--- src/design/polyline_curvature_stream_core_defines.svh ---
// Assertion macros shared by the polyline curvature stream design files.
// Included by the modules that carry concurrent assertions; no other dependencies.
`ifndef POLYLINE_CURVATURE_STREAM_CORE_DEFINES_SVH
`define POLYLINE_CURVATURE_STREAM_CORE_DEFINES_SVH

// The condition holds at every clock edge outside reset.
`define PCS_ASSERT_ALWAYS(name, clk, rstn, cond, msg) \
  name: assert property (@(posedge clk) disable iff (!rstn) (cond)) else $error(msg);

// The consequent holds in the same cycle as the antecedent.
`define PCS_ASSERT_IMP(name, clk, rstn, pre, post, msg) \
  name: assert property (@(posedge clk) disable iff (!rstn) (pre) |-> (post)) \
    else $error(msg);

// The consequent holds in the cycle after the antecedent.
`define PCS_ASSERT_NXT(name, clk, rstn, pre, post, msg) \
  name: assert property (@(posedge clk) disable iff (!rstn) (pre) |=> (post)) \
    else $error(msg);

`endif

--- src/design/pcs_pkg.sv ---
// Shared types and constants of the polyline curvature stream core.
// Used by the front end, back end and top level; depends on nothing else.
`default_nettype none

package pcs_pkg;

  localparam int COORD_W    = 32;
  localparam int CURV_W     = 24;
  localparam int TAN_W      = 16;
  localparam int TAN_FRAC   = 14;
  localparam int SEG_W      = 32;
  localparam int ARC_W      = SEG_W + 1;
  localparam int SQRT_IN_W  = 64;

  localparam int COORD_FRAC_BITS_DEF = 10;
  localparam int CURV_FRAC_BITS_DEF  = 16;
  localparam int JOB_DEPTH_DEF       = 4;
  localparam int RES_DEPTH_DEF       = 4;

  localparam logic [CURV_W-1:0] CURV_MAX = '1;

  typedef enum logic [1:0] {
    ST_OK        = 2'd0,
    ST_ZERO_STEP = 2'd1,
    ST_SINGLE    = 2'd2
  } status_e;

  typedef struct packed {
    logic signed [COORD_W-1:0] point_x;
    logic signed [COORD_W-1:0] point_y;
    logic                      final_point;
  } point_req_t;

  typedef struct packed {
    logic [CURV_W-1:0] curvature;
    logic              final_result;
    status_e           status;
  } curv_res_t;

  typedef struct packed {
    logic [2*TAN_W-1:0] tan_a;
    logic [2*TAN_W-1:0] tan_b;
    logic [ARC_W-1:0]   arc_step;
    logic               final_result;
    logic               single;
  } job_t;

endpackage

`default_nettype wire

--- src/design/pcs_isqrt.sv ---
// Iterative integer square root, two radicand bits per cycle.
// Standalone unit; uses no package.
`default_nettype none

module pcs_isqrt #(
  parameter int W = 64
) (
  input  wire logic           clk_i,
  input  wire logic           rst_ni,
  input  wire logic           start_i,
  input  wire logic [W-1:0]   op_i,
  output logic                done_o,
  output logic [W/2-1:0]      root_o
);

  logic         busy_q;
  logic         done_q;
  logic [W-1:0] v_q;
  logic [W-1:0] res_q;
  logic [W-1:0] one_q;
  logic [W-1:0] trial;
  logic         ge;

  assign trial  = res_q + one_q;
  assign ge     = v_q >= trial;
  assign done_o = done_q;
  assign root_o = res_q[W/2-1:0];

  always_ff @(posedge clk_i or negedge rst_ni) begin
    if (!rst_ni) begin
      busy_q <= 1'b0;
      done_q <= 1'b0;
    end else begin
      done_q <= 1'b0;
      if (start_i) begin
        busy_q <= 1'b1;
      end else if (busy_q && (one_q == W'(1))) begin
        busy_q <= 1'b0;
        done_q <= 1'b1;
      end
    end
  end

  always_ff @(posedge clk_i) begin
    if (start_i) begin
      v_q   <= op_i;
      res_q <= '0;
      one_q <= W'(1) << (W - 2);
    end else if (busy_q) begin
      if (ge) begin
        v_q   <= v_q - trial;
        res_q <= (res_q >> 1) + one_q;
      end else begin
        res_q <= res_q >> 1;
      end
      one_q <= one_q >> 2;
    end
  end

endmodule

`default_nettype wire

--- src/design/pcs_div.sv ---
// Iterative restoring divider, one quotient bit per cycle.
// Standalone unit; requires the quotient to fit in QW bits.
`default_nettype none

module pcs_div #(
  parameter int NW = 46,
  parameter int DW = 32,
  parameter int QW = 15
) (
  input  wire logic          clk_i,
  input  wire logic          rst_ni,
  input  wire logic          start_i,
  input  wire logic [NW-1:0] num_i,
  input  wire logic [DW-1:0] den_i,
  output logic               done_o,
  output logic [QW-1:0]      quo_o
);

  localparam int CW = $clog2(QW + 1);

  logic          busy_q;
  logic          done_q;
  logic [CW-1:0] cnt_q;
  logic [DW-1:0] rem_q;
  logic [DW-1:0] den_q;
  logic [QW-1:0] low_q;
  logic [DW:0]   part;
  logic          ge;

  assign part   = {rem_q, low_q[QW-1]};
  assign ge     = part >= {1'b0, den_q};
  assign done_o = done_q;
  assign quo_o  = low_q;

  always_ff @(posedge clk_i or negedge rst_ni) begin
    if (!rst_ni) begin
      busy_q <= 1'b0;
      done_q <= 1'b0;
      cnt_q  <= '0;
    end else begin
      done_q <= 1'b0;
      if (start_i) begin
        busy_q <= 1'b1;
        cnt_q  <= CW'(QW);
      end else if (busy_q) begin
        cnt_q <= cnt_q - 1'b1;
        if (cnt_q == CW'(1)) begin
          busy_q <= 1'b0;
          done_q <= 1'b1;
        end
      end
    end
  end

  always_ff @(posedge clk_i) begin
    if (start_i) begin
      rem_q <= DW'(num_i >> QW);
      low_q <= num_i[QW-1:0];
      den_q <= den_i;
    end else if (busy_q) begin
      if (ge) begin
        rem_q <= DW'(part - {1'b0, den_q});
      end else begin
        rem_q <= part[DW-1:0];
      end
      low_q <= {low_q[QW-2:0], ge};
    end
  end

endmodule

`default_nettype wire

--- src/design/pcs_back.sv ---
// Back end: turns curvature jobs into results (tangent difference magnitude,
// arc-step scaling, rounded division, saturation). Uses pcs_pkg, pcs_isqrt, pcs_div.
`default_nettype none
`include "polyline_curvature_stream_core_defines.svh"

module pcs_back
  import pcs_pkg::*;
#(
  parameter int COORD_FRAC_BITS = COORD_FRAC_BITS_DEF,
  parameter int CURV_FRAC_BITS  = CURV_FRAC_BITS_DEF
) (
  input  wire logic      clk_i,
  input  wire logic      rst_ni,
  input  wire logic      job_empty_i,
  input  wire job_t      job_i,
  output logic           job_pop_o,
  output logic           res_push_o,
  output curv_res_t      res_o,
  input  wire logic      res_full_i
);

  localparam logic [3:0] B_IDLE  = 4'd0;
  localparam logic [3:0] B_SQX   = 4'd1;
  localparam logic [3:0] B_SQY   = 4'd2;
  localparam logic [3:0] B_SUM   = 4'd3;
  localparam logic [3:0] B_SQRT  = 4'd4;
  localparam logic [3:0] B_SCALE = 4'd5;
  localparam logic [3:0] B_CMP   = 4'd6;
  localparam logic [3:0] B_DIV   = 4'd7;
  localparam logic [3:0] B_OUT   = 4'd8;

  localparam int SH    = COORD_FRAC_BITS + CURV_FRAC_BITS - 30;
  localparam int SHL   = (SH > 0) ? SH : 0;
  localparam int SHR   = (SH < 0) ? -SH : 0;
  localparam int MAGW  = SQRT_IN_W / 2;
  localparam int DENW  = ARC_W + SHR;
  localparam int NUMW  = (((MAGW + SHL) > (DENW - 1)) ? (MAGW + SHL) : (DENW - 1)) + 1;
  localparam int CMPW  = DENW + CURV_W;
  localparam int EW    = TAN_W + 1;

  logic [3:0]               st_q;
  job_t                     job_q;
  logic signed [EW-1:0]     ex_q, ey_q;
  logic [2*TAN_W-1:0]       sqx_q, sqy_q;
  logic [MAGW-1:0]          mag_q;
  logic [NUMW-1:0]          num_q;
  logic [DENW-1:0]          dens_q;
  curv_res_t                res_q;

  logic signed [2*EW-1:0]   prod;
  logic [2*TAN_W:0]         e2;
  logic [DENW-1:0]          dens;
  logic                     sat;
  logic                     sq_start, sq_done;
  logic [MAGW-1:0]          sq_root;
  logic                     div_start, div_done;
  logic [CURV_W-1:0]        div_quo;

  assign job_pop_o  = (st_q == B_IDLE) && !job_empty_i;
  assign res_push_o = (st_q == B_OUT) && !res_full_i;
  assign res_o      = res_q;
  assign prod       = (st_q == B_SQX) ? ex_q * ex_q : ey_q * ey_q;
  assign e2         = (2*TAN_W+1)'(sqx_q) + (2*TAN_W+1)'(sqy_q);
  assign dens       = DENW'(job_q.arc_step) << SHR;
  assign sat        = CMPW'(num_q) >= {dens_q, CURV_W'(0)};
  assign sq_start   = st_q == B_SUM;
  assign div_start  = (st_q == B_CMP) && !sat;

  pcs_isqrt #(
    .W(SQRT_IN_W)
  ) u_isqrt (
    .clk_i  (clk_i),
    .rst_ni (rst_ni),
    .start_i(sq_start),
    .op_i   ({e2[2*TAN_W-1:0], (SQRT_IN_W/2)'(0)}),
    .done_o (sq_done),
    .root_o (sq_root)
  );

  pcs_div #(
    .NW(NUMW),
    .DW(DENW),
    .QW(CURV_W)
  ) u_div (
    .clk_i  (clk_i),
    .rst_ni (rst_ni),
    .start_i(div_start),
    .num_i  (num_q),
    .den_i  (dens_q),
    .done_o (div_done),
    .quo_o  (div_quo)
  );

  always_ff @(posedge clk_i or negedge rst_ni) begin
    if (!rst_ni) begin
      st_q <= B_IDLE;
    end else begin
      unique case (st_q)
        B_IDLE: begin
          if (job_pop_o) st_q <= job_i.single ? B_OUT : B_SQX;
        end
        B_SQX: st_q <= B_SQY;
        B_SQY: st_q <= B_SUM;
        B_SUM: st_q <= B_SQRT;
        B_SQRT: begin
          if (sq_done) st_q <= (job_q.arc_step == '0) ? B_OUT : B_SCALE;
        end
        B_SCALE: st_q <= B_CMP;
        B_CMP: st_q <= sat ? B_OUT : B_DIV;
        B_DIV: begin
          if (div_done) st_q <= B_OUT;
        end
        B_OUT: begin
          if (!res_full_i) st_q <= B_IDLE;
        end
        default: st_q <= B_IDLE;
      endcase
    end
  end

  always_ff @(posedge clk_i) begin
    unique case (st_q)
      B_IDLE: begin
        if (job_pop_o) begin
          job_q <= job_i;
          ex_q  <= EW'($signed(job_i.tan_b[TAN_W-1:0])) -
                   EW'($signed(job_i.tan_a[TAN_W-1:0]));
          ey_q  <= EW'($signed(job_i.tan_b[2*TAN_W-1:TAN_W])) -
                   EW'($signed(job_i.tan_a[2*TAN_W-1:TAN_W]));
          res_q <= '{curvature: '0, final_result: 1'b1, status: ST_SINGLE};
        end
      end
      B_SQX: sqx_q <= prod[2*TAN_W-1:0];
      B_SQY: sqy_q <= prod[2*TAN_W-1:0];
      B_SQRT: begin
        if (sq_done) begin
          mag_q <= sq_root;
          res_q <= '{curvature: CURV_MAX, final_result: job_q.final_result,
                     status: ST_ZERO_STEP};
        end
      end
      B_SCALE: begin
        num_q  <= (NUMW'(mag_q) << SHL) + NUMW'(dens >> 1);
        dens_q <= dens;
      end
      B_CMP: begin
        res_q <= '{curvature: CURV_MAX, final_result: job_q.final_result, status: ST_OK};
      end
      B_DIV: begin
        if (div_done) begin
          res_q <= '{curvature: div_quo, final_result: job_q.final_result, status: ST_OK};
        end
      end
      default: begin
      end
    endcase
  end

  `PCS_ASSERT_IMP(a_res_room, clk_i, rst_ni, res_push_o, !res_full_i, "result pushed into full queue")
  `PCS_ASSERT_IMP(a_zero_sat, clk_i, rst_ni, res_push_o && (res_o.status == ST_ZERO_STEP), res_o.curvature == CURV_MAX, "zero arc step not saturated")
  `PCS_ASSERT_NXT(a_pop_busy, clk_i, rst_ni, job_pop_o, st_q != B_IDLE, "job taken but back end idle")

endmodule

`default_nettype wire

--- config.mk ---
export PLATFORM = sky130hd
export DESIGN_NAME = pcs_back
export DESIGN_NICKNAME = d
export VERILOG_FILES = /design/src/design/pcs_pkg.sv /design/src/design/pcs_isqrt.sv /design/src/design/pcs_div.sv /design/src/design/pcs_back.sv
export VERILOG_INCLUDE_DIRS = /design/src /design/src/design
export SDC_FILE = /design/constraint.sdc
export NUM_CORES = 2
export LEC_CHECK = 0
export BUFFER_PORTS_ARGS = -buffer_cell sky130_fd_sc_hd__buf_4
export CAP_MARGIN = 20
export CORE_ASPECT_RATIO = 0.6
export CORE_UTILIZATION = 45
export CTS_CLUSTER_SIZE = 12
export DETAILED_ROUTE_END_ITERATION = 16
export PLACE_DENSITY = 0.66
export SLEW_MARGIN = 15
export SYNTH_ARGS = -nofsm -noshare
export SYNTH_HDL_FRONTEND = slang
export SYNTH_SLANG_ARGS = --single-unit
--- constraint.sdc ---
create_clock -name clk_i -period 7.19 [get_ports clk_i]
set_clock_uncertainty 0.05 [all_clocks]
set_input_delay 0.3595 -clock clk_i [delete_from_list [all_inputs] [get_ports clk_i]]
set_output_delay 0.3595 -clock clk_i [all_outputs]
set_load 0.005 [all_outputs]
# Word-level counts from Yosys, hierarchy flattened

Index checks and enable logic that the tools add are counted.

Bits in registers: 528
Output and inout port bits: 29
Logic and storage cells: 108
Input port bits: 103

Magnitude comparators: 3
Multiply operators: 2
Add/subtract/negate cells: 9
Muxes and demuxes: 34
Reduce and logical (&&, ||, !) cells: 20
Equality and inequality tests: 14

Operators with widths:

| cell                                            | count |
|---|---|
| 2-to-1 mux 64 bit                               | 4 |
| case mux 27 bit (4 select lines)                | 1 |
| 2-to-1 mux 27 bit                               | 3 |
| adder 63 x 63 -> 64 bit                         | 1 |
| adder 64 x 63 -> 64 bit                         | 1 |
| >= comparator 64 bit                            | 1 |
| multiplier 17 x 17 -> 32 bit                    | 2 |
| subtractor 64 bit                               | 1 |
| >= comparator 37 x 61 -> 1 bit                  | 1 |
| 2-to-1 mux 24 bit                               | 2 |
| >= comparator 38 x 37 -> 1 bit                  | 1 |
| adder 32 x 36 -> 37 bit                         | 1 |
| 2-to-1 mux 37 bit                               | 1 |
| subtractor 37 bit                               | 1 |
| case mux 4 bit (9 select lines)                 | 1 |
| subtractor 16 x 16 -> 17 bit                    | 2 |
| logical NOT 33 bit                              | 1 |
| adder 32 bit                                    | 1 |
| == test 32 x 1 -> 1 bit (second input constant) | 1 |
| 2-to-1 mux 32 bit                               | 1 |
| 2-to-1 mux 4 bit                                | 7 |
| 2-to-1 mux 13 bit                               | 2 |
| == test 4 x 3 -> 1 bit (second input constant)  | 4 |
| 2-to-1 mux 1 bit                                | 10 |
| 15 further kinds                                | 31 |

# Depth between registers and ports, before layout

Depth after elaboration: 5
Depth in mapped cells: 27
Depth with buffers taken out: 26

# Hierarchy

A second synthesis with hierarchy kept.

Cell total of the unflattened synthesis: 5681
Area total of the unflattened synthesis: 53436.2 um^2

By module, submodules not included:

| module    | area an instance (um^2) | times used | sequential area each (um^2) | cells each |
|---|---|---|---|---|
| pcs_back  | 32120.8                 | 1          | 7877.6                      | 3142 |
| pcs_isqrt | 15000.6                 | 1          | 3893.7                      | 1892 |
| pcs_div   | 6314.8                  | 1          | 2877.8                      | 647 |

# Least setup slack after synthesis

OpenSTA, ideal clock, no wires.

Path type: register to register
Start point: register st_q[0]
End point: register job_q (netlist bit dens[10]), enable pin
Arrival: 7.394 ns
Library setup time: 0.668 ns
Path slack: -0.923 ns
Cell stages (with the launch flop): 4
Buffers on the path: 1
Cell sequence: dfrtp_1 > clkbuf_1 > or2_2 > nor4_1

Cells in the longest elaborated chain, start to end: 3

RTL lines:

| item                          | line            | text |
|---|---|---|
| start, declared               | pcs_back.sv:41  | `logic [3:0] st_q;` |
| start signal, assigned        | pcs_back.sv:100 | `if (job_pop_o) st_q <= job_i.single ? B_OUT : B_SQX;` |
| start signal, assigned        | pcs_back.sv:106 | `if (sq_done) st_q <= (job_q.arc_step == '0) ? B_OUT : B_SCALE;` |
| start signal, assigned        | pcs_back.sv:109 | `B_CMP: st_q <= sat ? B_OUT : B_DIV;` |
| logical NOT 4 bit             | pcs_back.sv:59  | `assign job_pop_o = (st_q == B_IDLE) && !job_empty_i;` |
| logical AND 1 bit             | pcs_back.sv:59  |  |
| net job_pop_o                 | pcs_back.sv:16  | `output logic job_pop_o,` |
| AND reduction 2 bit (no line) | -               |  |
| end signal, assigned          | pcs_back.sv:125 | `job_q <= job_i;` |
| end, declared                 | pcs_back.sv:42  | `job_t job_q;` |

The timed path passes the listed nets, and every way through them passes these cells.
A chain may end at the register's enable or synchronous reset.

# Worst setup path after layout

Start point: register u_isqrt.res_q[12]
End point: register u_isqrt.v_q[55] (data pin)

Cells in the longest elaborated chain, start to end: 5

RTL lines:

| item                    | line            | text |
|---|---|---|
| start, declared         | pcs_isqrt.sv:19 | `logic [W-1:0] res_q;` |
| start signal, assigned  | pcs_isqrt.sv:52 | `res_q <= (res_q >> 1) + one_q;` |
| start signal, assigned  | pcs_isqrt.sv:54 | `res_q <= res_q >> 1;` |
| adder 64 x 63 -> 64 bit | pcs_isqrt.sv:24 | `assign trial = res_q + one_q;` |
| subtractor 64 bit       | pcs_isqrt.sv:51 | `v_q <= v_q - trial;` |
| 2-to-1 mux 64 bit       | pcs_isqrt.sv:50 | `if (ge) begin` |
| 2-to-1 mux 64 bit       | pcs_isqrt.sv:49 | `end else if (busy_q) begin` |
| 2-to-1 mux 64 bit       | pcs_isqrt.sv:45 | `if (start_i) begin` |
| end signal, assigned    | pcs_isqrt.sv:46 | `v_q <= op_i;` |
| end signal, assigned    | pcs_isqrt.sv:51 |  |
| end, declared           | pcs_isqrt.sv:18 | `logic [W-1:0] v_q;` |

Every way passes these cells. The select of a mux whose other input is x is not followed.

==> summary.md <==
| Metric | Value |
|---|---|
| Share of the synthesized area in the top cell type | `0.208` |
| Routed vias/inst | `5.51` |
| Final Hold Viols | `0` |
| Seq/Total Area, Yosys | `0.273` |
| Fraction of registers with async set/reset | `0.0247` |
| Hold slack final | `0.0242 ns` |
| TritonCTS Buffers | `55` |
| First-pass GRT wire length | `221,000 um` |
| DRC viols | `0` |
| CORE AREA | `114,000 sq um` |
| Slew HR | `0.207` |
| Routed len/inst | `19.2 um` |
| GP Congestion | `0.925` |
| FILL cells | `10.5k` |
| H-tree Lvls | `2` |
| DPL Wire Length | `113,000 um` |
| DR vias | `40.4k` |
| Run status | `finished, final reports clean` |
| Final ANT Viol Nets | `0` |
| Pin count of the biggest net entering global routing | `68` |
| Number of global-route vias before repair | `39.2k` |
| Die H | `265 um` |
| Die area | `117,000 sq um` |
| Starting Density | `0.455` |
| Worst-path clk slew | `0.07 ns` |
| Gr usage total | `0.241` |
| Post-synth EDFFs | `361` |
| Max Root-Sink Buffers | `3` |
| CTS root buffer | `clkbuf_16` |
| Die X | `441 um` |
| Clk_lat worst skew | `0.67 ns` |
| Syn Inst Count | `5,559` |
| Worst Path Arrival | `7.39 ns` |
| Post-route setup TNS | `0 ns` |
| Main synth FF type | `edfxtp_1` |
| Register Area | `14,200 sq um` |
| Kind of critical path | `flip-flop to flip-flop` |
| Number of antenna violations at the first check in global routing | `5` |
| Period utilisation layout | `0.982` |
| TritonCTS clock tree | `done` |
| Final Routed Wirelength | `141,000 um` |
| Setup violators final | `0` |
| Worst Hold Class | `input port to flip-flop` |
| YS warnings | `0` |
| Most frequent cells after synthesis | `858 x inv_1, 518 x fa_1, 485 x nand2_1` |
| Boundary Pins | `132` |
| Layout cells sized above 1 | `0.0818` |
| Port buffer count | `131` |
| Post-route design area | `57,800 sq um` |
| Count of state elements after synthesis | `526` |
| Avg Inst Size Synth | `9.36 sq um` |
| Final min period | `7.06 ns` |
| Area contributors post-synth | `edfxtp_1 21%, fa_1 20%, ha_1 10%, inv_1 6.2%, dfxtp_1 5.8%` |
| Worst Path Required | `7.52 ns` |
| Drt first-iter violations | `3,980` |
| Multi-input gate area | `34,000 sq um` |
| Syn_nets | `6,616` |
| # rows | `96` |
| Fmax | `142 MHz` |
| DRT Pass-1 Iters | `7` |
| Critical path peak fanout | `27` |
| Worst slew pin tran | `1.18 ns` |
| Cell with the most instances after synthesis | `inv_1` |
| MaxCap Viol Count | `0` |
| Area delta synth->final | `11.0%` |
| Critical Path End Type | `flip-flop` |
| Nets | `6,816` |
| Mapped Area | `52,000 sq um` |
| Area leader, netlist | `edfxtp_1` |
| Clk sinks | `526` |
| Final Slew Violations | `0` |
| Synth cell types | `102` |
| Critical Path Start Type | `flip-flop` |
| Post-Place Cell Area | `55,100 sq um` |
| Congestion Overflow GR | `0` |
==> cell usage in the layout, fill, tap and decap left out, drive strengths merged, types with 13 or more instances in the layout <==
| cell type | synthesis | layout |
|---|---|---|
| a211oi | 53 | 53 |
| a211o | 13 | 13 |
| nor2b | 72 | 72 |
| clkinv | 2 | 16 |
| xor2 | 127 | 127 |
| or2 | 14 | 14 |
| mux2i | 57 | 57 |
| a21oi | 355 | 355 |
| a21o | 94 | 94 |
| nand2b | 48 | 48 |
| dfrtp | 13 | 13 |
| fa | 518 | 518 |
| o22ai | 42 | 42 |
| and3 | 35 | 35 |
| clkbuf | 148 | 84 |
| o211ai | 18 | 18 |
| edfxtp | 361 | 361 |
| nand3 | 63 | 63 |
| o31ai | 23 | 23 |
| a31o | 25 | 25 |
| o21ai | 283 | 283 |
| ha | 436 | 436 |
| a21boi | 15 | 15 |
| inv | 858 | 860 |
| dfxtp | 152 | 152 |
| o21a | 33 | 33 |
| dlygate4sd3 | 0 | 36 |
| a31oi | 71 | 71 |
| or3 | 18 | 18 |
| and2 | 123 | 123 |
| buf | 38 | 293 |
| nand2 | 485 | 485 |
| nor4 | 39 | 39 |
| o21bai | 49 | 49 |
| nor2 | 382 | 382 |
| xnor2 | 222 | 222 |
| nor3 | 70 | 70 |
| nand4 | 50 | 50 |
==> per-stage QoR <==
stage,setup WS [ns],util,std cells
finish,0.131,0.505,7329
global route,-0.0217,0.505,7329
CTS,0.00531,0.501,7286
global placement,0.0612,0.482,7139
floorplan,0.424,-,5559
detailed placement,-0.00832,0.482,7139
==> final timing paths <==
check / from / to / slack [ns] / cells after the start
min in group asynchronous: rst_ni / u_isqrt.busy_q / 0.08 / 2
hold reg to reg: mag_q[0] / num_q[0] / 0.38 / 0
max in group asynchronous: rst_ni / u_isqrt.busy_q / 6.77 / 2
setup / recovery: u_isqrt.res_q[12] / u_isqrt.v_q[55] / 0.13 / 24
setup reg to reg: u_isqrt.res_q[12] / u_isqrt.v_q[55] / 0.13 / 24
hold / removal: res_full_i / st_q[3] / 0.02 / 3
==> layer usage <==
layer,GRT usage,vias to the layer above,wire length [um]
met5,0,-,35
met4,0.0334,6,1650
met3,0.0752,126,16000
met2,0.309,1499,52400
met1,0.393,19600,70500
li1,-,19200,-
==> registers in the layout (all words and copies together), names as in the netlist, 4 cells and up <==
| name | flops |
|---|---|
| u_isqrt.one_q | 32 |
| u_div.quo_o | 24 |
| ex_q | 17 |
| mag_q | 32 |
| u_isqrt.v_q | 64 |
| u_div.rem_q | 37 |
| num_q | 37 |
| st_q | 4 |
| sqy_q | 31 |
| u_div.cnt_q | 5 |
| u_div.den_q | 33 |
| u_isqrt.res_q | 64 |
| ey_q | 17 |
| sqx_q | 31 |
| dens_q | 33 |
| res_o | 27 |
| dens | 33 |
==> critical path, cell delays in order, from the launching register on <==
cell and delay (ns):
dfxtp_1 0.47, ha_1 0.36, a31oi_1 0.43, nor2_1 0.14
o311ai_1 0.93, o2111a_1 0.38, nor2_1 0.09, a21o_1 0.19
a41o_1 0.26, a221o_1 0.35, and3_1 0.21, o21ai_2 0.11
xor2_1 0.33, ha_1 0.34, inv_1 0.14, o21bai_1 0.10
a21o_1 0.19, a21o_1 0.18, a21oi_1 0.15, o21ai_0 0.15
o22ai_4 0.34, nor2_2 0.07, nand2_1 0.26, buf_4 0.37
o22ai_1 0.18
==> area by class of cell <==
cell class,instances,share of cell area
Tap cell,1519,0.0329
Clock buffer,84,0.0274
Antenna cell,5,0.000217
Clock inverter,19,0.00353
Multi-Input combinational cell,3987,0.588
Timing Repair Buffer,329,0.0460
Sequential cell,526,0.246
Inverter,860,0.0559
==> logic make-up after synthesis <==
family                   count (synthesis)  synth area share
buffers and inverters                 1046            0.0766
flip-flops                             526             0.273
XOR/XNOR                               349            0.0587
multiplexers                            66            0.0129
AND/OR/NAND/NOR                       1436             0.129
AO/OA/AOI/OAI                         1182             0.145
adder cells (fa/ha/maj)                954             0.304
==> what timing repair did <==
action                     in CTS  in global routing
setup endpoints to repair       6                 51
resized for setup               0                 17
hold endpoints to repair       48                  0
hold buffers                   36                  0
buffers inserted                8                 36
pin swaps                       0                  4
Power is left out: the tool's default activity adds up to more than one toggle a clock period on the data nets, which glitch-free logic cannot reach.
