`config.mk`:
```
export PLATFORM = sky130hd
export DESIGN_NAME = pcs_fifo
export DESIGN_NICKNAME = d
export VERILOG_FILES = /design/src/design/pcs_fifo.sv
export VERILOG_INCLUDE_DIRS = /design/src /design/src/design
export SDC_FILE = /design/constraint.sdc
export NUM_CORES = 1
export LEC_CHECK = 0
export BUFFER_PORTS_ARGS = -buffer_cell sky130_fd_sc_hd__buf_2
export CORE_UTILIZATION = 58
export DETAILED_ROUTE_END_ITERATION = 8
export HOLD_SLACK_MARGIN = 0.15
export PLACE_DENSITY = 0.8
export SLEW_MARGIN = 20
export SYNTH_ARGS = -nofsm -noshare
export SYNTH_HDL_FRONTEND = slang
export SYNTH_SLANG_ARGS = --single-unit
```
`constraint.sdc`:
```
create_clock -name clk_i -period 4.8 [get_ports clk_i]
set_input_delay 0.24 -clock clk_i [delete_from_list [all_inputs] [get_ports clk_i]]
set_output_delay 0.24 -clock clk_i [all_outputs]
set_load 0.02 [all_outputs]
```
`src/design/polyline_curvature_stream_core_defines.svh`:
```
// Assertion macros shared by the polyline curvature stream design files.
// Included by the modules that carry concurrent assertions; no other dependencies.
`ifndef POLYLINE_CURVATURE_STREAM_CORE_DEFINES_SVH
`define POLYLINE_CURVATURE_STREAM_CORE_DEFINES_SVH

// The condition holds at every clock edge outside reset.
`define PCS_ASSERT_ALWAYS(name, clk, rstn, cond, msg) \
  name: assert property (@(posedge clk) disable iff (!rstn) (cond)) else $error(msg);

// The consequent holds in the same cycle as the antecedent.
`define PCS_ASSERT_IMP(name, clk, rstn, pre, post, msg) \
  name: assert property (@(posedge clk) disable iff (!rstn) (pre) |-> (post)) \
    else $error(msg);

// The consequent holds in the cycle after the antecedent.
`define PCS_ASSERT_NXT(name, clk, rstn, pre, post, msg) \
  name: assert property (@(posedge clk) disable iff (!rstn) (pre) |=> (post)) \
    else $error(msg);

`endif

```
`src/design/pcs_fifo.sv`:
```
// Small register queue with push/full and pop/empty sides.
// Standalone; takes its assertion macros from the project defines header.
`default_nettype none
`include "polyline_curvature_stream_core_defines.svh"

module pcs_fifo #(
  parameter int WIDTH = 8,
  parameter int DEPTH = 4
) (
  input  wire logic             clk_i,
  input  wire logic             rst_ni,
  input  wire logic             push_i,
  input  wire logic [WIDTH-1:0] data_i,
  output logic                  full_o,
  input  wire logic             pop_i,
  output logic [WIDTH-1:0]      data_o,
  output logic                  empty_o
);

  localparam int AW = $clog2(DEPTH);

  logic [WIDTH-1:0] mem_q [DEPTH];
  logic [AW-1:0]    wr_ptr_q;
  logic [AW-1:0]    rd_ptr_q;
  logic [AW:0]      count_q;
  logic [AW:0]      count_d;
  logic             wr_en;
  logic             rd_en;

  assign full_o  = count_q == (AW+1)'(DEPTH);
  assign empty_o = count_q == '0;
  assign data_o  = mem_q[rd_ptr_q];
  assign wr_en   = push_i && !full_o;
  assign rd_en   = pop_i && !empty_o;

  always_comb begin
    count_d = count_q;
    if (wr_en && !rd_en) begin
      count_d = count_q + 1'b1;
    end else if (rd_en && !wr_en) begin
      count_d = count_q - 1'b1;
    end
  end

  always_ff @(posedge clk_i or negedge rst_ni) begin
    if (!rst_ni) begin
      wr_ptr_q <= '0;
      rd_ptr_q <= '0;
      count_q  <= '0;
    end else begin
      count_q <= count_d;
      if (wr_en) begin
        wr_ptr_q <= (wr_ptr_q == AW'(DEPTH - 1)) ? '0 : wr_ptr_q + 1'b1;
      end
      if (rd_en) begin
        rd_ptr_q <= (rd_ptr_q == AW'(DEPTH - 1)) ? '0 : rd_ptr_q + 1'b1;
      end
    end
  end

  always_ff @(posedge clk_i) begin
    if (wr_en) begin
      mem_q[wr_ptr_q] <= data_i;
    end
  end

  `PCS_ASSERT_ALWAYS(a_count_bound, clk_i, rst_ni, count_q <= (AW+1)'(DEPTH), "fifo overfilled")
  `PCS_ASSERT_NXT(a_count_up, clk_i, rst_ni, wr_en && !rd_en, count_q == $past(count_q) + 1'b1, "fifo count did not rise")
  `PCS_ASSERT_NXT(a_count_down, clk_i, rst_ni, rd_en && !wr_en, count_q == $past(count_q) - 1'b1, "fifo count did not fall")

endmodule

`default_nettype wire

```
# Word level (Yosys, flattened, before mapping)
# Memory sizes are Yosys's and may differ from the RTL's.
# Index checks and enable logic that the tools add are counted.
[classes]
add_sub_neg = 4
eq_ne = 3
mux = 6
n_reduce_logical = 10
[ops]
columns = ["cell", "n"]
rows = [
  ["2-to-1 mux 3 bit", 2],
  ["adder 2 x 1 -> 2 bit, second input constant", 2],
  ["equality test 2 bit, second input constant", 2],
  ["logical AND 1 bit", 4],
  ["logical NOT 1 bit", 4],
  ["2-to-1 mux 2 bit", 2],
  ["adder 3 x 1 -> 3 bit, second input constant", 1],
  ["equality test 3 bit, second input constant", 1],
  ["logical NOT 3 bit", 1],
  ["subtractor 3 x 1 -> 3 bit, second input constant", 1],
  ["2-to-1 mux 1 bit", 2],
  ["nonzero test 2 bit", 1],
]
[totals]
regBits = 7
mem_bits_rw = 32
in_bits = 12
out_inout_bits = 10
wordCells = 27
n_memories = 1
[memory_table]
columns = ["name", "depth", "word_bits", "read_ports", "rd_ports_with_merged_regs", "write_ports", "line_no", "source"]
rows = [
  ["mem_q", 4, 8, 1, 0, 1, "pcs_fifo.sv:22", "logic [WIDTH-1:0] mem_q [DEPTH];"],
]

# Depth between registers and ports, before layout
# Gate-level depths: netlist (run 1).
[logic_depth]
depth_word = 7
mapped_depth = 9
mapped_depth_nobuf = 8

# Worst setup path before layout (run 1)
# Ideal clock, no wire load.
[synth_path]
path_type = "reg-to-reg"
startpoint = "register count_q[0]"
endpoint = "register count_q[2]"
setup_time_ns = 0.079
arrival_ns = 2.253
required_time_ns = 4.721
setup_slack_ns = 2.468
stages_incl_launch_ff = 9
path_buffers = 0
synth_period_minus_slack_ns = 2.332
cell_sequence = "dfrtp_1 nor3_1 nand2b_4 ha_1 inv_1 fa_1 xor2_1 nor2_1 xor2_1"
[synth_via]
elab_chain_len = 6
elab_cells_between_ends = 15
classes_between = "add/sub (2); eq/ne (1); mux (2); reduce/logical (10)"
[synth_rtl]
columns = ["item", "line_no", "source"]
rows = [
  ["start: declaration", "pcs_fifo.sv:25", "logic [AW:0] count_q;"],
  ["start signal: assignment", "pcs_fifo.sv:51", "count_q <= count_d;"],
  ["logical NOT 3 bit (*)", "pcs_fifo.sv:31", "assign empty_o = count_q == '0;"],
  ["net empty_o", "pcs_fifo.sv:17", "output logic empty_o"],
  ["logical NOT 1 bit (*)", "pcs_fifo.sv:34", "assign rd_en = pop_i && !empty_o;"],
  ["logical AND 1 bit (*)", "pcs_fifo.sv:34", ""],
  ["logical NOT 1 bit", "pcs_fifo.sv:38", "if (wr_en && !rd_en) begin"],
  ["logical AND 1 bit", "pcs_fifo.sv:38", ""],
  ["2-to-1 mux 3 bit / nonzero test 2 bit (equally long branches)", "--", ""],
]
# Mark *: on every way through the listed nets, which the timed path passes. The rest lies on a longest branch. The select of a mux whose other input is x is not followed.
# A chain may end at the register's enable or synchronous reset.

# Worst setup path in the final report (run 1)
[layout_path]
startpoint = "register count_q[1]"
endpoint = "register count_q[2]"
[layout_via]
elab_chain_len = 6
elab_cells_between_ends = 15
classes_between = "add/sub (2); eq/ne (1); mux (2); reduce/logical (10)"
[layout_rtl]
columns = ["item"]
rows = [
  ["parallel branches: the longest is 6 deep, another holds subtractor 3 x 1 -> 3 bit"],
]
# Several ways; the timed one is not identified. The select of a mux whose other input is x is not followed.

==> flow_metrics.tcl, run 1 <==
set metrics [dict create \
    timing.final.crit_share_pct 44.01 \
    critPathBufInv 1 \
    grt_pass1_wl_mm 3.739 \
    drc_errors 0 \
    clock_skew_ns 0.01199 \
    clk_pin_slew_worst_paths_ns 0.11 \
    finalPower_mw 1.155 \
    irDropWorstVdd_mv 0.5039 \
    syn_area_per_cell_um2 20.51 \
    finalNetCount 132 \
    postRouteAntennaNets 0 \
    cp_top_family "simple AND/OR/NAND/NOR gates" \
    drive_gt1_share_pct 42.98 \
    cap_viol_max_count 0 \
    overflow 0 \
    die-area_mm2 0.003009 \
    antenna_cells 0 \
    postCtsHoldBufs 9 \
    combPwrFrac_pct 34.2 \
    cellPowerDensity_mw_per_mm2 603.6 \
    p_sw_uw 385.3 \
    antenna_found_initial 0 \
    area_growth_pct 18.15 \
    fin_setup_tns_ns 0 \
    final_cell_mix "edfxtp_1 (32), buf_2 (21), dlygate4sd3_1 (9)" \
    rr_worst_depth 8 \
    netlist_instances 79 \
    synth_seq_cells 39 \
    num_io_pins 22 \
    cts_resized 0 \
    status "finished clean" \
    final_common_cell "edfxtp_1" \
    clockBufferDepth 2 \
    htreeDepth 2 \
    worstMarginPinSlew_ns 0.5687 \
    p_clk_share_pct 19.0 \
    dr.pass1.iters 4 \
    netlist_area_mm2 0.001620 \
    synth_warnings 0 \
    grt_use_total_pct 20.57 \
    rsz0062_at_grt "no" \
    cp_common_cell "xor2_1" \
    vias 780 \
    startpoint_type "register" \
    cts_setup_buffers 0 \
    clock_latency_ns 0.35 \
    via_per_inst 5.417 \
    p_leak_nw 0.7357 \
    port_buffers 21 \
    r2r-start "count_q[1]$_DFFE_PN0P_" \
    min_path_type "primary input to asynchronous set/reset pin" \
    gp_congestion 0.6800 \
    syn-num-nets 98 \
    final-setup-viol-count 0 \
    cts_inserted_buffers 5 \
    slew_violations 0 \
    routed_wl_mm 2.504 \
    nFillCells 162 \
    core.rowCount 18 \
    grt_max_degree 14 \
    fp.dieH_um 54.86 \
    fmax_mhz 473.3 \
    reg2reg_to "count_q[2]$_DFFE_PN0P_" \
    slew_headroom_pct 62.08 \
    wl_per_cell_um 17.39 \
    hpwl_mm 1.735 \
    r2r_setup_slack_ns 2.69 \
    yosysSeqAreaShare_pct 70.12 \
    die_x_um 54.86 \
    worst-path-max-fanout 4 \
    ctsRootBufferMaster "clkbuf_4" \
    cp_slowest_stage_delay_ns 0.48 \
    cts_tree "yes" \
    drtIter0Drc 16 \
    slowest_stage "dfrtp_1" \
    critPathKind "register to register" \
    seqPwrFrac_pct 46.9 \
    first_global_vias 809 \
    coreArea_mm2 0.002567 \
    synth_cell_types 19 \
    cp.arrival_ns 2.39 \
    swShare_pct 33.35 \
    required_ns 5.08 \
    path_cells "nor3_1, nand2b_4, ha_1, inv_1, fa_1, xor2_1, nor2_1, xor2_1" \
    p_int_uw 770.1 \
    min_period_ns 2.113 \
    crit_path_end_kind "register" \
    path_depth 8 \
    numClockSinks 39 \
    initial_utilization_pct 63.11 \
    hold_viol_final 0 \
]
through the flow:
| step | setup slack, ns | cells | utilization, % | hold WS (ns) | cell area [um^2] |
|---|---|---|---|---|---|
| after floorplan | 2.468 | 79 | - | -0.05559 | 1620 |
| after global placement | 2.843 | 127 | 67.88 | 0.07915 | 1743 |
| after detailed placement | 2.711 | 127 | 67.88 | 0.08628 | 1743 |
| after CTS | 2.678 | 144 | 74.56 | 0.2369 | 1914 |
| after global routing | 2.567 | 144 | 74.56 | 0.2372 | 1914 |
| final | 2.687 | 144 | 74.56 | 0.2395 | 1914 |
cells by family after synthesis:
family                     count (synthesis)  synth area share [%]
muxes                                     13                 15.06
DFF                                       39                 70.12
buffers and inverters                      6                 1.930
adders and majority gates                  7                 5.869
xor gates and xnor gates                   3                 1.622
and+or+nand+nor                           11                 5.405
layout make-up:
cell class	count	area, um^2	share of cell area, %
flip-flops and latches	39	1136	59.35
multi-input cells	34	452.9	23.66
clock buffers	5	37.54	1.961
inverters	3	11.26	0.5882
clock inverters	3	43.79	2.288
well taps	30	37.54	1.961
repair buffers	30	195.2	10.20
cell usage after synthesis:
library cell / number / area, um^2
nor3_1: 1 / 5.000
and2_2: 4 / 30.03
mux2_4: 2 / 30.03
edfxtp_1: 32 / 960.9
fa_1: 1 / 20.02
nor3b_4: 1 / 18.77
nor2_1: 3 / 11.26
dfrtp_1: 7 / 175.2
buf_2: 1 / 5.000
buf_1: 1 / 3.750
ha_1: 6 / 75.07
nand2b_4: 1 / 13.76
buf_6: 1 / 11.26
xor2_1: 2 / 17.52
mux2_2: 3 / 33.78
nor2b_2: 1 / 8.760
xnor2_1: 1 / 8.760
mux4_2: 8 / 180.2
inv_1: 3 / 11.26
routing by layer:
layer  GRT usage, %  up-vias  share of wire (%)  wire length (um)
met5              0        -                  0                 0
met4          8.974        0                1.6                41
met3          9.167        5                5.5               137
met2          33.73       22                 51              1287
met1          22.93      384                 41              1037
li1               -      369                  -                 -
registers in the layout, indices dropped and copies added, names as in the netlist:
| register | flops |
|---|---|
| mem_q | 32 |
| count_q | 3 |
| wr_ptr_q | 2 |
| rd_ptr_q | 2 |
power by group through the flow:
stage	Clock [mW]	Sequential [mW]	Combinational [mW]
CTS	0.222	0.545	0.402
global placement	0	0.543	0.381
global route	0.235	0.556	0.433
finish	0.219	0.542	0.395
detailed placement	0	0.554	0.395
floorplan	0	0.501	0.334
worst max path at each step:
| stage | start | endpoint | slack (ns) |
|---|---|---|---|
| 2_1_floorplan | count_q[0]$_DFFE_PN0P_ | count_q[2]$_DFFE_PN0P_ | 2.47 |
| 3_3_place_gp | count_q[2]$_DFFE_PN0P_ | count_q[2]$_DFFE_PN0P_ | 2.84 |
| 3_5_place_dp | count_q[0]$_DFFE_PN0P_ | count_q[2]$_DFFE_PN0P_ | 2.71 |
| 4_1_cts | rd_ptr_q[0]$_DFFE_PN0P_ | data_o[7] | 2.68 |
| 5_1_grt | count_q[0]$_DFFE_PN0P_ | count_q[2]$_DFFE_PN0P_ | 2.57 |
| 6_report | count_q[1]$_DFFE_PN0P_ | count_q[2]$_DFFE_PN0P_ | 2.69 |
(Power assumes the default switching activity.)
==> run 2: changes to the inputs <==
--- a/config.mk
+++ b/config.mk
@@ -7,10 +7,10 @@
 export NUM_CORES = 1
 export LEC_CHECK = 0
 export BUFFER_PORTS_ARGS = -buffer_cell sky130_fd_sc_hd__buf_2
-export CORE_UTILIZATION = 58
+export CORE_UTILIZATION = 50
 export DETAILED_ROUTE_END_ITERATION = 8
 export HOLD_SLACK_MARGIN = 0.15
-export PLACE_DENSITY = 0.8
+export PLACE_DENSITY = 0.74
 export SLEW_MARGIN = 20
 export SYNTH_ARGS = -nofsm -noshare
 export SYNTH_HDL_FRONTEND = slang
==> constraint.sdc (replaced) <==
create_clock -name clk_i -period 1.84 [get_ports clk_i]
set_input_delay 0.092 -clock clk_i [delete_from_list [all_inputs] [get_ports clk_i]]
set_output_delay 0.092 -clock clk_i [all_outputs]
set_load 0.02 [all_outputs]
==> run 2 against run 1 <==
  * First-iteration DRC count fell by 44%
  * Critical path depth is the same
  * Non-clock buffer count rose by 8
  * Combinational power grew to 2.9 times the previous value
  * Clock power increased by 86%
  * Count of clock-buffer cells in the layout stayed put
  * Utilization down 9.2 points
  * Clock skew down 0.0014 ns
  * Worst hold slack lost 0.054 ns
==> flow_metrics.tcl, run 2 (synthesis results as in run 1) <==
set metrics [dict create \
    largest_register_ffs 32 \
    startpoint_type "register" \
    cellPowerDensity_mw_per_mm2 1492 \
    die_x_um 58.93 \
    cts_tree "yes" \
    finalPower_mw 2.978 \
    worst-path-max-fanout 3 \
    coreArea_mm2 0.003053 \
    finalNetCount 140 \
    grt_max_degree 13 \
    rsz0062_at_grt "yes" \
    drc_errors 0 \
    fin_ws_ns 0.02764 \
    ctsRootBufferMaster "clkbuf_4" \
    seqPwrFrac_pct 47.6 \
    grt_use_total_pct 17.51 \
    clockBufferDepth 2 \
    final_common_cell "edfxtp_1" \
    overflow 0 \
    largestRegisters "mem_q (32), count_q (3)" \
    final_cell_mix "edfxtp_1 (32), buf_2 (21), dlygate4sd3_1 (10)" \
    die-area_mm2 0.003472 \
    slew_violations 0 \
    cp.arrival_ns 2.08 \
    num_io_pins 22 \
    antenna_cells 0 \
    p_int_mw 1.962 \
    hpwl_mm 1.602 \
    htreeDepth 2 \
    busiest_layer "met2" \
    p_clk_share_pct 13.7 \
    drive_gt1_share_pct 50.00 \
    fin_setup_tns_ns 0 \
    vias 839 \
    clk_pin_slew_worst_paths_ns 0.10 \
    p_leak_nw 0.7540 \
    drtIter0Drc 9 \
    fp.dieH_um 58.93 \
    gp_congestion 0.6679 \
    initial_utilization_pct 53.07 \
    numClockSinks 39 \
    min_path_type "primary input to register" \
    core.rowCount 20 \
    dr.pass1.iters 4 \
    critPathKind "register to register" \
    wl_per_cell_um 15.13 \
    swShare_pct 34.11 \
    crit_path_end_kind "register" \
    port_buffers 21 \
    nFillCells 230 \
    cts_inserted_buffers 5 \
    status "finished clean" \
    required_ns 2.11 \
    irDropWorstVdd_mv 0.9419 \
    cap_viol_max_count 0 \
    fmax_mhz 551.8 \
    met2_usage_pct 27.92 \
    pre_cts_ws_ns -0.04826 \
    worstMarginPinSlew_ns 0.4149 \
    grt_pass1_wl_mm 4.167 \
    postRouteAntennaNets 0 \
    slew_headroom_pct 72.34 \
    met1_usage_pct 21.00 \
    antenna_found_initial 0 \
    use_met3_pct 4.835 \
    clock_skew_ns 0.01062 \
    routed_wl_mm 2.512 \
    clock_latency_ns 0.35 \
    final-setup-viol-count 0 \
    combPwrFrac_pct 38.7 \
    p_sw_mw 1.016 \
    timing.final.crit_share_pct 98.50 \
    min_period_ns 1.812 \
    hold_viol_final 0 \
    via_per_inst 5.054 \
    first_global_vias 895 \
    largest-register "mem_q" \
    area_growth_pct 23.17 \
]
run 2: cell types whose count changed in the layout (fill, tap and decap cells not counted), moves of 2 or more:
cell | before | now
dfrtp_1 | 7 | 4
clkinv_1 | 0 | 2
buf_4 | 0 | 7
dfrtp_2 | 0 | 3
run 2: through the flow:
stage	cell area (um^2)	hold WS [ns]	cells	utilization, %
2_1_floorplan	1645	-0.2036	79	-
3_3_place_gp	1800	-0.06598	143	58.98
3_5_place_dp	1800	-0.06135	143	58.98
4_1_cts	1973	0.1713	163	64.63
5_1_grt	1996	0.1784	166	65.37
6_report	1996	0.1856	166	65.37
run 2: cell type report:
class                      count  area, um^2  share of cell area, %
clock buffer                   5       37.54                  1.881
clock inverter                 3       15.01                 0.7524
timing repair buffer          38       257.7                  12.92
tap                           44       55.05                  2.759
inverter                       3       11.26                 0.5643
sequential                    39        1140                  57.12
multi-input combinational     34       479.2                  24.01
run 2: metal layers:
layer	vias to the layer above	wire length (um)
met5	-	0
met4	0	74
met3	9	81
met2	20	1320
met1	425	1035
li1	385	-
run 2: worst paths after layout:
kind / from / to / slack, ns / cells past startpoint
max: count_q[2]$_DFFE_PN0P_ / count_q[2]$_DFFE_PN0P_ / 0.03 / 8
min: pop_i / count_q[0]$_DFFE_PN0P_ / 0.19 / 4
max reg2reg: count_q[2]$_DFFE_PN0P_ / count_q[2]$_DFFE_PN0P_ / 0.03 / 8
min reg2reg: wr_ptr_q[1]$_DFFE_PN0P_ / wr_ptr_q[1]$_DFFE_PN0P_ / 0.59 / 1
max in group asynchronous: rst_ni / count_q[0]$_DFFE_PN0P_ / 0.85 / 3
min in group asynchronous: rst_ni / rd_ptr_q[1]$_DFFE_PN0P_ / 0.71 / 3
run 2: worst max-delay path, cell delays in order (launching register included):
cell and delay (ns):
dfrtp_1 0.44, nor3b_4 0.18, nor2b_2 0.17, ha_4 0.16, inv_2 0.03, fa_2 0.33, xor2_1 0.16, nor2_1 0.11
xor2_1 0.16
run 2: power by group through the flow:
stage | Sequential (mW) | Clock (mW) | Combinational [mW]
detailed placement | 1.45 | 0 | 1.08
global placement | 1.43 | 0 | 1.05
global route | 1.45 | 0.467 | 1.26
finish | 1.42 | 0.408 | 1.15
floorplan | 1.33 | 0 | 0.896
CTS | 1.43 | 0.428 | 1.13
run 2: timing repair:
item                                    CTS  global route
endpoints found under the setup margin    9             2
endpoints found under the hold margin    39             0
buffers inserted                          2             3
gates resized for setup                   3             0
pin swaps                                 3             1
hold buffers                             10             0
==> run 3: changes to the inputs <==
--- a/config.mk
+++ b/config.mk
@@ -7,10 +7,12 @@
 export NUM_CORES = 1
 export LEC_CHECK = 0
 export BUFFER_PORTS_ARGS = -buffer_cell sky130_fd_sc_hd__buf_2
-export CORE_UTILIZATION = 50
+export CELL_PAD_IN_SITES_DETAIL_PLACEMENT = 0
+export CELL_PAD_IN_SITES_GLOBAL_PLACEMENT = 2
+export CORE_UTILIZATION = 38
 export DETAILED_ROUTE_END_ITERATION = 8
 export HOLD_SLACK_MARGIN = 0.15
-export PLACE_DENSITY = 0.74
+export PLACE_DENSITY_LB_ADDON = 0.1
 export SLEW_MARGIN = 20
 export SYNTH_ARGS = -nofsm -noshare
 export SYNTH_HDL_FRONTEND = slang
==> run 3 against run 2 <==
  * Critical path depth is the same
  * Sequential power is essentially flat
  * Worst hold slack lost 0.015 ns
  * Die area grew 30%
  * Clock skew shrank 0.0034 ns
  * Final area grew 3.5%
  * Count of clock-buffer cells in the layout is the same
  * Via count shrank 4.1%
  * Worst setup slack gained 0.018 ns
  * Largest cell class unchanged
  * Largest power group unchanged
==> flow_metrics.tcl, run 3 (synthesis results as in run 1) <==
set metrics [dict create \
    status "finished clean" \
    grt_max_degree 14 \
    cap_viol_max_count 0 \
    fp.dieH_um 67.30 \
    path_cells "nor3_4, nand2b_4, ha_4, inv_2, fa_2, xor2_1, nor2_1, xor2_1" \
    min_period_ns 1.794 \
    largestRegisters "mem_q (32), count_q (3)" \
    hold_viol_final 0 \
    fmax_mhz 557.4 \
    final-setup-viol-count 0 \
    worstMarginPinSlew_ns 0.4560 \
    die-area_mm2 0.004529 \
    dr.pass1.iters 3 \
    drive_gt1_share_pct 52.46 \
    gp_congestion 0.6976 \
    vias 805 \
    core.rowCount 23 \
    wl_per_cell_um 15.19 \
    largest-register "mem_q" \
    p_leak_nw 0.7923 \
    rsz0062_at_grt "yes" \
    required_ns 2.06 \
    first_global_vias 894 \
    slew_headroom_pct 69.60 \
    irDropWorstVdd_mv 0.6201 \
    num_io_pins 22 \
    crit_path_end_kind "register" \
    largest_register_ffs 32 \
    fin_cells 172 \
    initial_utilization_pct 39.93 \
    drtIter0Drc 35 \
    htreeDepth 2 \
    place_inst 151 \
    clock_latency_ns 0.29 \
    clockBufferDepth 2 \
    die_x_um 67.30 \
    clock_skew_ns 0.007270 \
    grt_pass1_wl_mm 4.540 \
    numClockSinks 39 \
    ctsRootBufferMaster "clkbuf_8" \
    cts_inserted_buffers 5 \
    cp.arrival_ns 2.01 \
    cellPowerDensity_mw_per_mm2 1586 \
    postRouteAntennaNets 0 \
    routed_wl_mm 2.613 \
    coreArea_mm2 0.004058 \
    via_per_inst 4.680 \
    antenna_cells 0 \
    area_growth_pct 27.49 \
    final_cell_mix "edfxtp_1 (32), buf_2 (21), dlygate4sd3_1 (9)" \
    port_buffers 21 \
    worst-path-max-fanout 3 \
    clk_pin_slew_worst_paths_ns 0.08 \
    min_path_type "primary input to asynchronous set/reset pin" \
    overflow 0 \
    fin_setup_tns_ns 0 \
    cp_common_cell "xor2_1" \
    grt_use_total_pct 14.86 \
    drc_errors 0 \
    startpoint_type "register" \
    critPathKind "register to register" \
    hpwl_mm 1.689 \
    finalNetCount 140 \
    final_common_cell "edfxtp_1" \
    cp_slowest_stage_delay_ns 0.45 \
    antenna_found_initial 0 \
    slew_violations 0 \
    timing.final.crit_share_pct 97.50 \
    cts_tree "yes" \
    slowest_stage "dfrtp_2" \
]
-- run 3: through the flow --
stage	worst slack [ns]	hold slack (ns)	utilization, %	power (mW)	area, um^2
CTS	0.009355	0.1739	50.39	3.308	2044
global placement	-0.006206	-0.05405	44.93	2.531	1823
floorplan	-0.1193	-0.2036	-	2.222	1645
global route	-0.06098	0.1881	50.91	3.515	2066
detailed placement	-0.04323	-0.05299	44.93	2.556	1823
finish	0.04597	0.1706	50.91	3.275	2066
-- run 3: routing by layer --
layer  up-vias  wire, um  global-route usage (%)
li1        383         -                       -
met1       405      1182                   18.73
met2        15      1315                   23.63
met3         2        96                   5.574
met4         0        19                   4.787
met5         -         0                       0
-- run 3: area by class of cell --
class                           instances  area, um^2
Tap cell                               50       62.56
Clock inverter                          3       43.79
Clock buffer                            5       68.82
Fill cell                             337        1992
Timing Repair Buffer                   38       255.2
Inverter                                3       11.26
Sequential cell                        39        1140
Multi-Input combinational cell         34       484.2
-- run 3: path summary, 6_finish.rpt --
check / startpoint / endpoint / slack, ns / cells past startpoint
max: count_q[1]$_DFFE_PN0P_ / count_q[2]$_DFFE_PN0P_ / 0.05 / 8
min: rst_ni / wr_ptr_q[1]$_DFFE_PN0P_ / 0.17 / 2
max reg2reg: count_q[1]$_DFFE_PN0P_ / count_q[2]$_DFFE_PN0P_ / 0.05 / 8
min reg2reg: count_q[2]$_DFFE_PN0P_ / count_q[2]$_DFFE_PN0P_ / 0.55 / 1
max in group asynchronous: rst_ni / count_q[1]$_DFFE_PN0P_ / 1.47 / 2
min in group clk_i: pop_i / count_q[0]$_DFFE_PN0P_ / 0.23 / 4
-- run 3: worst max-delay path, delay by kind of cell, from the launching register on --
family	cells	cell delay, ns
XOR/XNOR	2	0.30
adder cells (fa/ha/maj)	2	0.45
buffers and inverters	1	0.03
flip-flops	1	0.45
AND/OR/NAND/NOR	3	0.49
-- run 3: what timing repair did --
action	4_1_cts	5_1_grt
hold buffers	9	0
endpoints found under the setup margin	9	2
resized for setup	2	2
pin swaps	2	4
endpoints found under the hold margin	39	0
buffers inserted	2	2
-- run 3: power breakdown --
part / leakage (nW) / internal [mW] / switching (mW) / total [mW]
sequential: 0.372 / 1.20 / 0.220 / 1.42
combinational: 0.362 / 0.620 / 0.528 / 1.15
clock: 0.0581 / 0.404 / 0.302 / 0.706
